$ cat src/ptfl_pkg.sv
// ----------------------------------------------------------------------------
// ptfl_pkg: shared types and constants of the page translation block
// Holds the controller state codes, the command and status bundles between
// the controller and the datapath, and the configuration register map.
// ----------------------------------------------------------------------------
`default_nettype none

package ptfl_pkg;

    // Fixed field widths of the stream and configuration ports.
    localparam int ADDR_W     = 32;
    localparam int TOTAL_W    = 32;
    localparam int CFG_IDX_W  = 2;
    localparam int CFG_DATA_W = 5;

    // Configuration register map.
    localparam logic [CFG_IDX_W-1:0] REG_OFFSET_BITS   = 2'd0;
    localparam logic [CFG_IDX_W-1:0] REG_FRAMES_IN_USE = 2'd1;
    localparam logic [CFG_IDX_W-1:0] REG_POLICY        = 2'd2;

    // Reset values of the configuration registers.
    localparam logic [CFG_DATA_W-1:0] OFFSET_BITS_RST   = 5'd12;
    localparam logic [CFG_DATA_W-1:0] FRAMES_IN_USE_RST = 5'd16;

    // Legal range of the offset width.
    localparam logic [CFG_DATA_W-1:0] OFFSET_BITS_MIN = 5'd1;
    localparam logic [CFG_DATA_W-1:0] OFFSET_BITS_MAX = 5'd20;

    // Replacement policy codes.
    localparam logic POLICY_FIFO = 1'b0;
    localparam logic POLICY_LFU  = 1'b1;

    typedef enum logic [3:0] {
        ST_IDLE   = 4'b0001,
        ST_SCAN   = 4'b0010,
        ST_DRAIN  = 4'b0100,
        ST_UPDATE = 4'b1000
    } ptfl_state_t;

    typedef struct packed {
        logic load;     // capture the input item and restart the scan
        logic scan;     // read the next frame entry
        logic update;   // commit the decision and load the result
    } ptfl_cmd_t;

    typedef struct packed {
        logic scan_last; // the entry being read is the last managed frame
        logic out_free;  // the result register can take a new item
    } ptfl_sts_t;

endpackage

`default_nettype wire

$ cat src/ptfl_ram.sv
// ----------------------------------------------------------------------------
// ptfl_ram: generic single-write, single-read RAM
// One write port and one read port, read data registered.
// ----------------------------------------------------------------------------
`default_nettype none

module ptfl_ram #(
    parameter int WIDTH = 8,
    parameter int DEPTH = 16
) (
    input  wire logic                     aclk,
    input  wire logic                     we,
    input  wire logic [$clog2(DEPTH)-1:0] waddr,
    input  wire logic [WIDTH-1:0]         wdata,
    input  wire logic [$clog2(DEPTH)-1:0] raddr,
    output logic      [WIDTH-1:0]         rdata
);

    logic [WIDTH-1:0] mem_reg [DEPTH];

    always_ff @(posedge aclk) begin
        if (we) begin
            mem_reg[waddr] <= wdata;
        end
        rdata <= mem_reg[raddr];
    end

endmodule

`default_nettype wire

$ cat src/ptfl_ctrl.sv
// ----------------------------------------------------------------------------
// ptfl_ctrl: sequencer of the page translation block
// Accepts an item, walks the frame table once, waits for the last read,
// then commits the update when the result register is free.
// ----------------------------------------------------------------------------
`default_nettype none

module ptfl_ctrl import ptfl_pkg::*; (
    input  wire logic      aclk,
    input  wire logic      aresetn,
    input  wire logic      s_tvalid,
    output logic           s_tready,
    input  wire ptfl_sts_t sts,
    output ptfl_cmd_t      cmd
);

    ptfl_state_t state_reg, state_next;

    always_ff @(posedge aclk) begin
        if (!aresetn) begin
            state_reg <= ST_IDLE;
        end else begin
            state_reg <= state_next;
        end
    end

    always_comb begin
        state_next = state_reg;
        cmd        = '0;
        s_tready   = 1'b0;
        case (state_reg)
            ST_IDLE: begin
                s_tready = 1'b1;
                if (s_tvalid) begin
                    cmd.load   = 1'b1;
                    state_next = ST_SCAN;
                end
            end
            ST_SCAN: begin
                cmd.scan = 1'b1;
                if (sts.scan_last) begin
                    state_next = ST_DRAIN;
                end
            end
            ST_DRAIN: begin
                // The last entry read is still on its way out of the RAM.
                state_next = ST_UPDATE;
            end
            ST_UPDATE: begin
                if (sts.out_free) begin
                    cmd.update = 1'b1;
                    state_next = ST_IDLE;
                end
            end
            default: begin
                state_next = ST_IDLE;
            end
        endcase
    end

    // A scan never runs past the last managed frame.
    a_scan_ends: assert property (@(posedge aclk) disable iff (!aresetn)
        (cmd.scan && sts.scan_last) |=> !cmd.scan)
        else $error("scan continued after the last frame");

endmodule

`default_nettype wire

$ cat src/ptfl_dp.sv
// ----------------------------------------------------------------------------
// ptfl_dp: datapath of the page translation block
// Configuration registers, the frame table RAM with its occupied bits, the
// scan trackers for hit, free frame and victims, the totals and the result
// register.
// ----------------------------------------------------------------------------
`default_nettype none

module ptfl_dp import ptfl_pkg::*; #(
    parameter int NUM_FRAMES = 16,
    parameter int ADDR_BITS  = 32,
    parameter int COUNT_BITS = 16
) (
    input  wire logic                  aclk,
    input  wire logic                  aresetn,
    input  wire logic                  cfg_wr_en,
    input  wire logic [CFG_IDX_W-1:0]  cfg_index,
    input  wire logic [CFG_DATA_W-1:0] cfg_wr_data,
    input  wire logic [ADDR_W-1:0]     in_addr,
    input  wire logic                  in_write,
    input  wire logic                  m_tready,
    input  wire ptfl_cmd_t             cmd,
    output ptfl_sts_t                  sts,
    output logic                       m_valid,
    output logic [ADDR_W-1:0]          out_phys,
    output logic                       out_hit,
    output logic                       out_dirty,
    output logic [TOTAL_W-1:0]         out_faults,
    output logic [TOTAL_W-1:0]         out_swaps
);

    localparam int IDX_W   = $clog2(NUM_FRAMES);
    localparam int CNT_W   = $clog2(NUM_FRAMES + 1);
    localparam int NW      = (CNT_W > CFG_DATA_W) ? CNT_W : CFG_DATA_W;
    localparam int PAGE_W  = ADDR_BITS - 1;
    localparam int ENTRY_W = 1 + COUNT_BITS + PAGE_W;
    localparam logic [ADDR_W-1:0] ADDR_MASK = (ADDR_BITS >= ADDR_W) ? {ADDR_W{1'b1}}
                                            : ADDR_W'((64'd1 << ADDR_BITS) - 64'd1);
    localparam logic [COUNT_BITS-1:0] COUNT_MAX = {COUNT_BITS{1'b1}};

    // Configuration.
    logic [CFG_DATA_W-1:0] offset_bits_reg;
    logic [CFG_DATA_W-1:0] frames_reg;
    logic                  policy_reg;
    logic [CFG_DATA_W-1:0] ob_eff;
    logic [NW-1:0]         frames_ext;
    logic [CNT_W-1:0]      n_eff;

    // Current item.
    logic [ADDR_W-1:0] addr_reg;
    logic              wr_reg;
    logic [PAGE_W-1:0] page_reg;

    // Scan.
    logic [IDX_W-1:0]      idx_reg;
    logic                  pend_reg;
    logic [IDX_W-1:0]      pidx_reg;
    logic [NUM_FRAMES-1:0] occ_reg;
    logic [ENTRY_W-1:0]    rdata;
    logic [PAGE_W-1:0]     rd_page;
    logic [COUNT_BITS-1:0] rd_cnt;
    logic                  rd_dirty;
    logic                  rd_occ;

    // Trackers.
    logic                  found_reg;
    logic [IDX_W-1:0]      hit_idx_reg;
    logic [COUNT_BITS-1:0] hit_cnt_reg;
    logic                  hit_dirty_reg;
    logic                  free_found_reg;
    logic [IDX_W-1:0]      free_idx_reg;
    logic [IDX_W-1:0]      min_idx_reg;
    logic [COUNT_BITS-1:0] min_cnt_reg;
    logic                  min_dirty_reg;
    logic                  fifo_dirty_reg;
    logic [IDX_W-1:0]      fifo_ptr_reg;
    logic [IDX_W-1:0]      fifo_sel;

    // Decision.
    logic [IDX_W-1:0]      frame;
    logic                  victim_dirty;
    logic [COUNT_BITS-1:0] new_cnt;
    logic                  new_dirty;
    logic [ENTRY_W-1:0]    wdata;
    logic [ADDR_W-1:0]     off_mask;
    logic [TOTAL_W-1:0]    fault_reg;
    logic [TOTAL_W-1:0]    swap_reg;
    logic                  m_valid_reg;
    logic [ADDR_W-1:0]     phys_reg;
    logic                  hit_out_reg;
    logic                  dirty_out_reg;

    // Effective configuration with out-of-range values clamped.
    always_comb begin
        if (offset_bits_reg < OFFSET_BITS_MIN) begin
            ob_eff = OFFSET_BITS_MIN;
        end else if (offset_bits_reg > OFFSET_BITS_MAX) begin
            ob_eff = OFFSET_BITS_MAX;
        end else begin
            ob_eff = offset_bits_reg;
        end
        frames_ext = NW'(frames_reg);
        if (frames_ext == '0) begin
            n_eff = CNT_W'(1);
        end else if (frames_ext > NW'(NUM_FRAMES)) begin
            n_eff = CNT_W'(NUM_FRAMES);
        end else begin
            n_eff = CNT_W'(frames_ext);
        end
    end

    always_ff @(posedge aclk) begin
        if (!aresetn) begin
            offset_bits_reg <= OFFSET_BITS_RST;
            frames_reg      <= FRAMES_IN_USE_RST;
            policy_reg      <= POLICY_FIFO;
        end else if (cfg_wr_en) begin
            case (cfg_index)
                REG_OFFSET_BITS:   offset_bits_reg <= cfg_wr_data;
                REG_FRAMES_IN_USE: frames_reg      <= cfg_wr_data;
                REG_POLICY:        policy_reg      <= cfg_wr_data[0];
                default: begin
                end
            endcase
        end
    end

    // Frame table: dirty mark, use count and resident page of each frame.
    ptfl_ram #(
        .WIDTH (ENTRY_W),
        .DEPTH (NUM_FRAMES)
    ) u_table (
        .aclk  (aclk),
        .we    (cmd.update),
        .waddr (frame),
        .wdata (wdata),
        .raddr (idx_reg),
        .rdata (rdata)
    );

    assign rd_page  = rdata[PAGE_W-1:0];
    assign rd_cnt   = rdata[PAGE_W +: COUNT_BITS];
    assign rd_dirty = rdata[ENTRY_W-1];
    assign rd_occ   = occ_reg[pidx_reg];

    assign fifo_sel = (CNT_W'(fifo_ptr_reg) < n_eff) ? fifo_ptr_reg : '0;

    assign sts.scan_last = (CNT_W'(idx_reg) == n_eff - CNT_W'(1));
    assign sts.out_free  = !m_valid_reg || m_tready;

    always_ff @(posedge aclk) begin
        if (cmd.load) begin
            addr_reg <= in_addr & ADDR_MASK;
            wr_reg   <= in_write;
            page_reg <= PAGE_W'((64'(in_addr & ADDR_MASK)) >> ob_eff);
        end
    end

    always_ff @(posedge aclk) begin
        if (!aresetn) begin
            idx_reg        <= '0;
            pend_reg       <= 1'b0;
            pidx_reg       <= '0;
            found_reg      <= 1'b0;
            free_found_reg <= 1'b0;
        end else begin
            pend_reg <= cmd.scan;
            pidx_reg <= idx_reg;
            if (cmd.load) begin
                idx_reg        <= '0;
                found_reg      <= 1'b0;
                free_found_reg <= 1'b0;
            end else begin
                if (cmd.scan) begin
                    idx_reg <= idx_reg + IDX_W'(1);
                end
                if (pend_reg && rd_occ && !found_reg && rd_page == page_reg) begin
                    found_reg <= 1'b1;
                end
                if (pend_reg && !rd_occ && !free_found_reg) begin
                    free_found_reg <= 1'b1;
                end
            end
        end
    end

    // Trackers fed by the entry read in the previous cycle.
    always_ff @(posedge aclk) begin
        if (pend_reg) begin
            if (rd_occ && !found_reg && rd_page == page_reg) begin
                hit_idx_reg   <= pidx_reg;
                hit_cnt_reg   <= rd_cnt;
                hit_dirty_reg <= rd_dirty;
            end
            if (!rd_occ && !free_found_reg) begin
                free_idx_reg <= pidx_reg;
            end
            // Strict compare keeps the lowest index on ties.
            if (pidx_reg == '0 || rd_cnt < min_cnt_reg) begin
                min_idx_reg   <= pidx_reg;
                min_cnt_reg   <= rd_cnt;
                min_dirty_reg <= rd_dirty;
            end
            if (pidx_reg == fifo_sel) begin
                fifo_dirty_reg <= rd_dirty;
            end
        end
    end

    always_comb begin
        if (found_reg) begin
            frame = hit_idx_reg;
        end else if (free_found_reg) begin
            frame = free_idx_reg;
        end else if (policy_reg == POLICY_LFU) begin
            frame = min_idx_reg;
        end else begin
            frame = fifo_sel;
        end
        victim_dirty = !found_reg && !free_found_reg
                     && ((policy_reg == POLICY_LFU) ? min_dirty_reg : fifo_dirty_reg);
        if (found_reg) begin
            new_cnt   = (hit_cnt_reg == COUNT_MAX) ? hit_cnt_reg
                                                   : hit_cnt_reg + COUNT_BITS'(1);
            new_dirty = hit_dirty_reg | wr_reg;
        end else begin
            new_cnt   = COUNT_BITS'(1);
            new_dirty = wr_reg;
        end
        wdata    = {new_dirty, new_cnt, page_reg};
        off_mask = (ADDR_W'(1) << ob_eff) - ADDR_W'(1);
    end

    always_ff @(posedge aclk) begin
        if (!aresetn) begin
            occ_reg      <= '0;
            fifo_ptr_reg <= '0;
            fault_reg    <= '0;
            swap_reg     <= '0;
            m_valid_reg  <= 1'b0;
        end else begin
            if (cmd.update) begin
                occ_reg[frame] <= 1'b1;
                m_valid_reg    <= 1'b1;
                if (!found_reg) begin
                    fault_reg <= fault_reg + TOTAL_W'(1);
                end
                if (victim_dirty) begin
                    swap_reg <= swap_reg + TOTAL_W'(1);
                end
                if (!found_reg && !free_found_reg && policy_reg == POLICY_FIFO) begin
                    fifo_ptr_reg <= (CNT_W'(frame) + CNT_W'(1) == n_eff) ? '0
                                                                        : frame + IDX_W'(1);
                end
            end else if (m_tready) begin
                m_valid_reg <= 1'b0;
            end
        end
    end

    always_ff @(posedge aclk) begin
        if (cmd.update) begin
            phys_reg      <= (ADDR_W'(frame) << ob_eff) | (addr_reg & off_mask);
            hit_out_reg   <= found_reg;
            dirty_out_reg <= victim_dirty;
        end
    end

    // Totals only move on a commit, which waits for the previous result to go.
    assign m_valid    = m_valid_reg;
    assign out_phys   = phys_reg;
    assign out_hit    = hit_out_reg;
    assign out_dirty  = dirty_out_reg;
    assign out_faults = fault_reg;
    assign out_swaps  = swap_reg;

    a_commit_shows: assert property (@(posedge aclk) disable iff (!aresetn)
        cmd.update |=> m_valid_reg)
        else $error("commit did not load the result register");

    a_totals_hold: assert property (@(posedge aclk) disable iff (!aresetn)
        !cmd.update |=> ($stable(fault_reg) && $stable(swap_reg) && $stable(occ_reg)))
        else $error("totals or occupied bits changed without a commit");

    a_hit_no_fault: assert property (@(posedge aclk) disable iff (!aresetn)
        (cmd.update && found_reg) |=> ($stable(fault_reg) && $stable(swap_reg)))
        else $error("a hit changed the fault or swap-out total");

endmodule

`default_nettype wire

$ cat src/page_translate_fifo_lfu_top.sv
// ----------------------------------------------------------------------------
// page_translate_fifo_lfu_top: address translation with FIFO or LFU paging
// Inverted page table over the managed frames: hit lookup, free frame fill
// and victim replacement with dirty swap-out counting.
//
//   Group   Direction  tdata (low bit up)                       tuser
//   s_      in         logical_address[31:0]                   write_flag
//   m_      out        physical_address, fault_total,          hit, dirty_evicted
//                      swap_out_total (32 bits each)
//   cfg_    in         write enable, register index, data      -
//
// An item is accepted, then the frame table RAM is read one entry a cycle for
// each of the n frames in use, the last read is awaited and the update is
// committed. The single RAM read port sets that rate of reading.
// Reset is synchronous and needs no clearing pass; every frame starts free.
// The result register holds a finished item while the next one is scanned;
// a commit waits only while that register is still full.
// ----------------------------------------------------------------------------
`default_nettype none

module page_translate_fifo_lfu_top import ptfl_pkg::*; #(
    parameter int NUM_FRAMES = 16,
    parameter int ADDR_BITS  = 32,
    parameter int COUNT_BITS = 16
) (
    input  wire logic                  aclk,
    input  wire logic                  aresetn,
    input  wire logic                  cfg_wr_en,
    input  wire logic [CFG_IDX_W-1:0]  cfg_index,
    input  wire logic [CFG_DATA_W-1:0] cfg_wr_data,
    input  wire logic                  s_tvalid,
    output logic                       s_tready,
    input  wire logic [31:0]           s_tdata,   // logical_address
    input  wire logic [0:0]            s_tuser,   // write_flag
    output logic                       m_tvalid,
    input  wire logic                  m_tready,
    output logic [95:0]                m_tdata,   // physical_address, fault_total,
                                                  // swap_out_total
    output logic [1:0]                 m_tuser    // hit, dirty_evicted
);

    ptfl_cmd_t          cmd;
    ptfl_sts_t          sts;
    logic [ADDR_W-1:0]  out_phys;
    logic               out_hit;
    logic               out_dirty;
    logic [TOTAL_W-1:0] out_faults;
    logic [TOTAL_W-1:0] out_swaps;

    ptfl_ctrl u_ctrl (
        .aclk     (aclk),
        .aresetn  (aresetn),
        .s_tvalid (s_tvalid),
        .s_tready (s_tready),
        .sts      (sts),
        .cmd      (cmd)
    );

    ptfl_dp #(
        .NUM_FRAMES (NUM_FRAMES),
        .ADDR_BITS  (ADDR_BITS),
        .COUNT_BITS (COUNT_BITS)
    ) u_dp (
        .aclk        (aclk),
        .aresetn     (aresetn),
        .cfg_wr_en   (cfg_wr_en),
        .cfg_index   (cfg_index),
        .cfg_wr_data (cfg_wr_data),
        .in_addr     (s_tdata),
        .in_write    (s_tuser[0]),
        .m_tready    (m_tready),
        .cmd         (cmd),
        .sts         (sts),
        .m_valid     (m_tvalid),
        .out_phys    (out_phys),
        .out_hit     (out_hit),
        .out_dirty   (out_dirty),
        .out_faults  (out_faults),
        .out_swaps   (out_swaps)
    );

    assign m_tdata = {out_swaps, out_faults, out_phys};
    assign m_tuser = {out_dirty, out_hit};

endmodule

`default_nettype wire

$ cat config.mk
export PLATFORM = sky130hd
export DESIGN_NAME = page_translate_fifo_lfu_top
export DESIGN_NICKNAME = d
export VERILOG_FILES = /design/src/ptfl_pkg.sv /design/src/ptfl_ram.sv /design/src/ptfl_ctrl.sv /design/src/ptfl_dp.sv /design/src/page_translate_fifo_lfu_top.sv
export SDC_FILE = /design/constraint.sdc
export NUM_CORES = 1
export LEC_CHECK = 0
export BUFFER_PORTS_ARGS = -buffer_cell sky130_fd_sc_hd__buf_2
export CORE_ASPECT_RATIO = 0.75
export CORE_UTILIZATION = 40
export DETAILED_ROUTE_END_ITERATION = 10
export HOLD_SLACK_MARGIN = 0.15
export PLACE_DENSITY_LB_ADDON = 0.12
export SKIP_LAST_GASP = 1
export SYNTH_ARGS = -nofsm -noshare
export SYNTH_HDL_FRONTEND = slang
export SYNTH_HIERARCHICAL = 1
export SYNTH_SLANG_ARGS = --single-unit
$ cat constraint.sdc
create_clock -name aclk -period 10.7 [get_ports aclk]
set_input_delay 1.07 -clock aclk [delete_from_list [all_inputs] [get_ports aclk]]
set_output_delay 1.07 -clock aclk [all_outputs]
set_load 0.01 [all_outputs]
==> out/metrics.cfg <==
[clocking]
insertion_delay_ns = 0.71
cts.htree.levels = 3
cts_resized = 0
clock-sinks = 1066
ctsHoldBuffers = 0
clk_pin_slew_ns = 0.06
ctsLongestPathBuffers = 3
cts_tree = yes
cts-buffers-inserted = 106
clock-root-buffer = clkbuf_16
buffer_count_from_post_cts_setup_fixing = 0

[setup_path]
critPathMaxFanout = 25
critPathCaptureType = register
critPathRequiredTime_ns = 11.03
critical_path.startpoint_type = register
setup.reg_to_reg.worst_slack_ns = 5.97
worst-endpoint-arrival_ns = 5.06
path_class = register to register

[sta]
fin_skew_ns = 0.0228
worst-slew-pin-transition_ns = 1.22
rsz0062_at_grt = false
max_clock_freq_mhz = 211
post-route-min-period_ns = 4.73
final_count_of_pins_violating_max_slew = 0
finalCritPeriodShare_pct = 44.2
final_hold_viol_count = 0
setup-tns-final_ns = 0
setup_viol_count_final = 0
max-slew-margin-rel_pct = 18.4

[synthesis]
netlist.top_cell.by_area = edfxtp_1
number_of_enable_flip_flop_cells_after_synthesis = 907
synthCells = 2510
syn_area_um2 = 42800
synth-async-reset-ratio_pct = 0
synth.yosys.seq_area_share_pct = 71.1
yosysWarningCount = 6
synth.ff_latch_count = 1066
syn_area_per_cell_um2 = 17.0
synth.area.top_cells = edfxtp_1 (64%), mux4_2 (10%), dfxtp_1 (7.4%), mux2i_1 (2.1%), a22oi_1 (1.8%)
synth_top_flop_cell = edfxtp_1
share_of_yosys_cell_area_claimed_by_the_top_area_cell_type_pct = 63.7
yosysUniqueCellTypes = 92

[place]
globalplace.congestion = 0.781
placement.cell_area_um2 = 45200
place.detailed.hpwl_um = 59400
place.port_buffers = 144

[power]
vdd_drop_max_mv = 0.127
power_leakage_uw = 0.0169
power_density_nw_per_um2 = 175

[layout]
multi_input_area_um2 = 11800
nets = 2759
number_of_filler_instances_in_the_final_layout = 9159
final_cell_mix = edfxtp_1 (907), mux4_2 (197), dfxtp_1 (157)
final_area_um2 = 48700
drive_above_1_share_pct = 22.0
regArea_um2 = 30400
largest_register_ff_count = 768
syn_to_final_growth_pct = 13.9
final_common_cell = edfxtp_1

[drt]
detail-route-antenna-nets = 0
post_drt_via_cell_ratio = 5.51
finalWirelength_um = 103000
num_vias = 23200
first_pass_iters = 5
drt_first_iter_violations = 1988
remaining_drc_errors = 0
post_drt_wl_per_cell_um = 24.6

[global_route]
grt_pass1_wl_um = 155000
globalRouteOverflowTotal = 0
grt_antenna_before_repair = 2
grt_pass1_vias = 23700
largest_net_degree_at_the_start_of_global_routing = 145
grtUsageTotal_pct = 19.1

[floorplan]
placementRows = 103
floorplan.die.width_um = 380
design.core.area_um2 = 106000
ports = 145
die_height_um = 285
start_util_pct = 40.5
fp.dieArea_um2 = 108000

[outcome]
outcome = complete, no violations

[worst_hold_path]
worst_hold_path_type = register to register

[flow_run]
timing.max_cap.violations = 0

[metrics by stage]
stage | worst slack (ns) | util [%] | instances | hold WS, ns | total power [uW]
finish | 5.97 | 46.1 | 4201 | 0.437 | 8530
global route | 5.57 | 46.1 | 4199 | 0.449 | 8820
CTS | 5.92 | 46.1 | 4199 | 0.441 | 8640
detailed placement | 5.93 | 42.8 | 3997 | 0.411 | 4890
global placement | 6.01 | 42.8 | 3997 | 0.426 | 4880
floorplan | 4.06 | - | 2513 | 0.417 | 4790
[where the power goes]
| part | switching [uW] | total, uW | internal (uW) |
|---|---|---|---|
| combinational | 132 | 207 | 75.5 |
| sequential | 57.9 | 4590 | 4530 |
| clock | 1580 | 3730 | 2150 |
| total | 1770 | 8530 | 6760 |
[layer usage]
layer  global-route usage [%]  wire [um]  vias up
met4                     4.99       2120        0
li1                         -          -    10200
met3                     3.21       4720      140
met5                        0          0        -
met2                     27.9      45100      568
met1                     29.5      51300    12200
[final timing paths]
check                startpoint                           end  cells after the start
max reg2reg  u_dp/frames_ext[4]  u_dp/u_table/mem_reg[11][19]                     11
min            u_dp/addr_reg[0]              u_dp/out_phys[0]                      0
max          u_dp/frames_ext[4]  u_dp/u_table/mem_reg[11][19]                     11
min reg2reg    u_dp/addr_reg[0]              u_dp/out_phys[0]                      0
[logic make-up after synthesis]
family	synth area share (%)
AO/OA/AOI/OAI	5.25
XOR/XNOR	2.02
adder cells (fa/ha/maj)	0.760
buffers and inverters	1.80
flip-flops	71.1
multiplexers	12.5
other	0.0176
AND/OR/NAND/NOR	6.55
[critical path: stages, from the launching register on]
cell and delay, ns:
dfxtp_1 0.60, nand2b_1 0.23, ha_1 0.27, a211oi_1 0.21
nor3_1 0.14, o41ai_1 0.29, o221ai_1 0.17, buf_4 0.21
inv_1 0.26, nand3b_1 0.36, nor2_4 0.95, buf_4 0.60
[final cells by class]
cell class / count / area share, %
flip-flops and latches: 1066 / 62.5
multi-input cells: 1281 / 24.1
clock buffers: 150 / 6.14
well taps: 1417 / 3.64
repair buffers: 192 / 2.27
clock inverters: 52 / 1.04
inverters: 41 / 0.316
diodes: 2 / 0.0103
[synth_stat cells (all sizes together) (7+ instances only)]
cell and count:
a21o 8, or2 8, inv 41, mux4 197, and4 7, nand3 33, dfxtp 159, nand2 156
a211oi 14, o22ai 10, xor2 22, mux2i 90, buf 58, nor2 108, nand2b 16, a21boi 14
or3 15, and2 68, o21ai 61, nand3b 8, ha 26, a22oi 104, clkbuf 67, edfxtp 907
a21oi 40, nor2b 31, xnor2 74, nor3 22, nand4 25, o21a 16, and3 23
(Power assumes the default switching activity.)
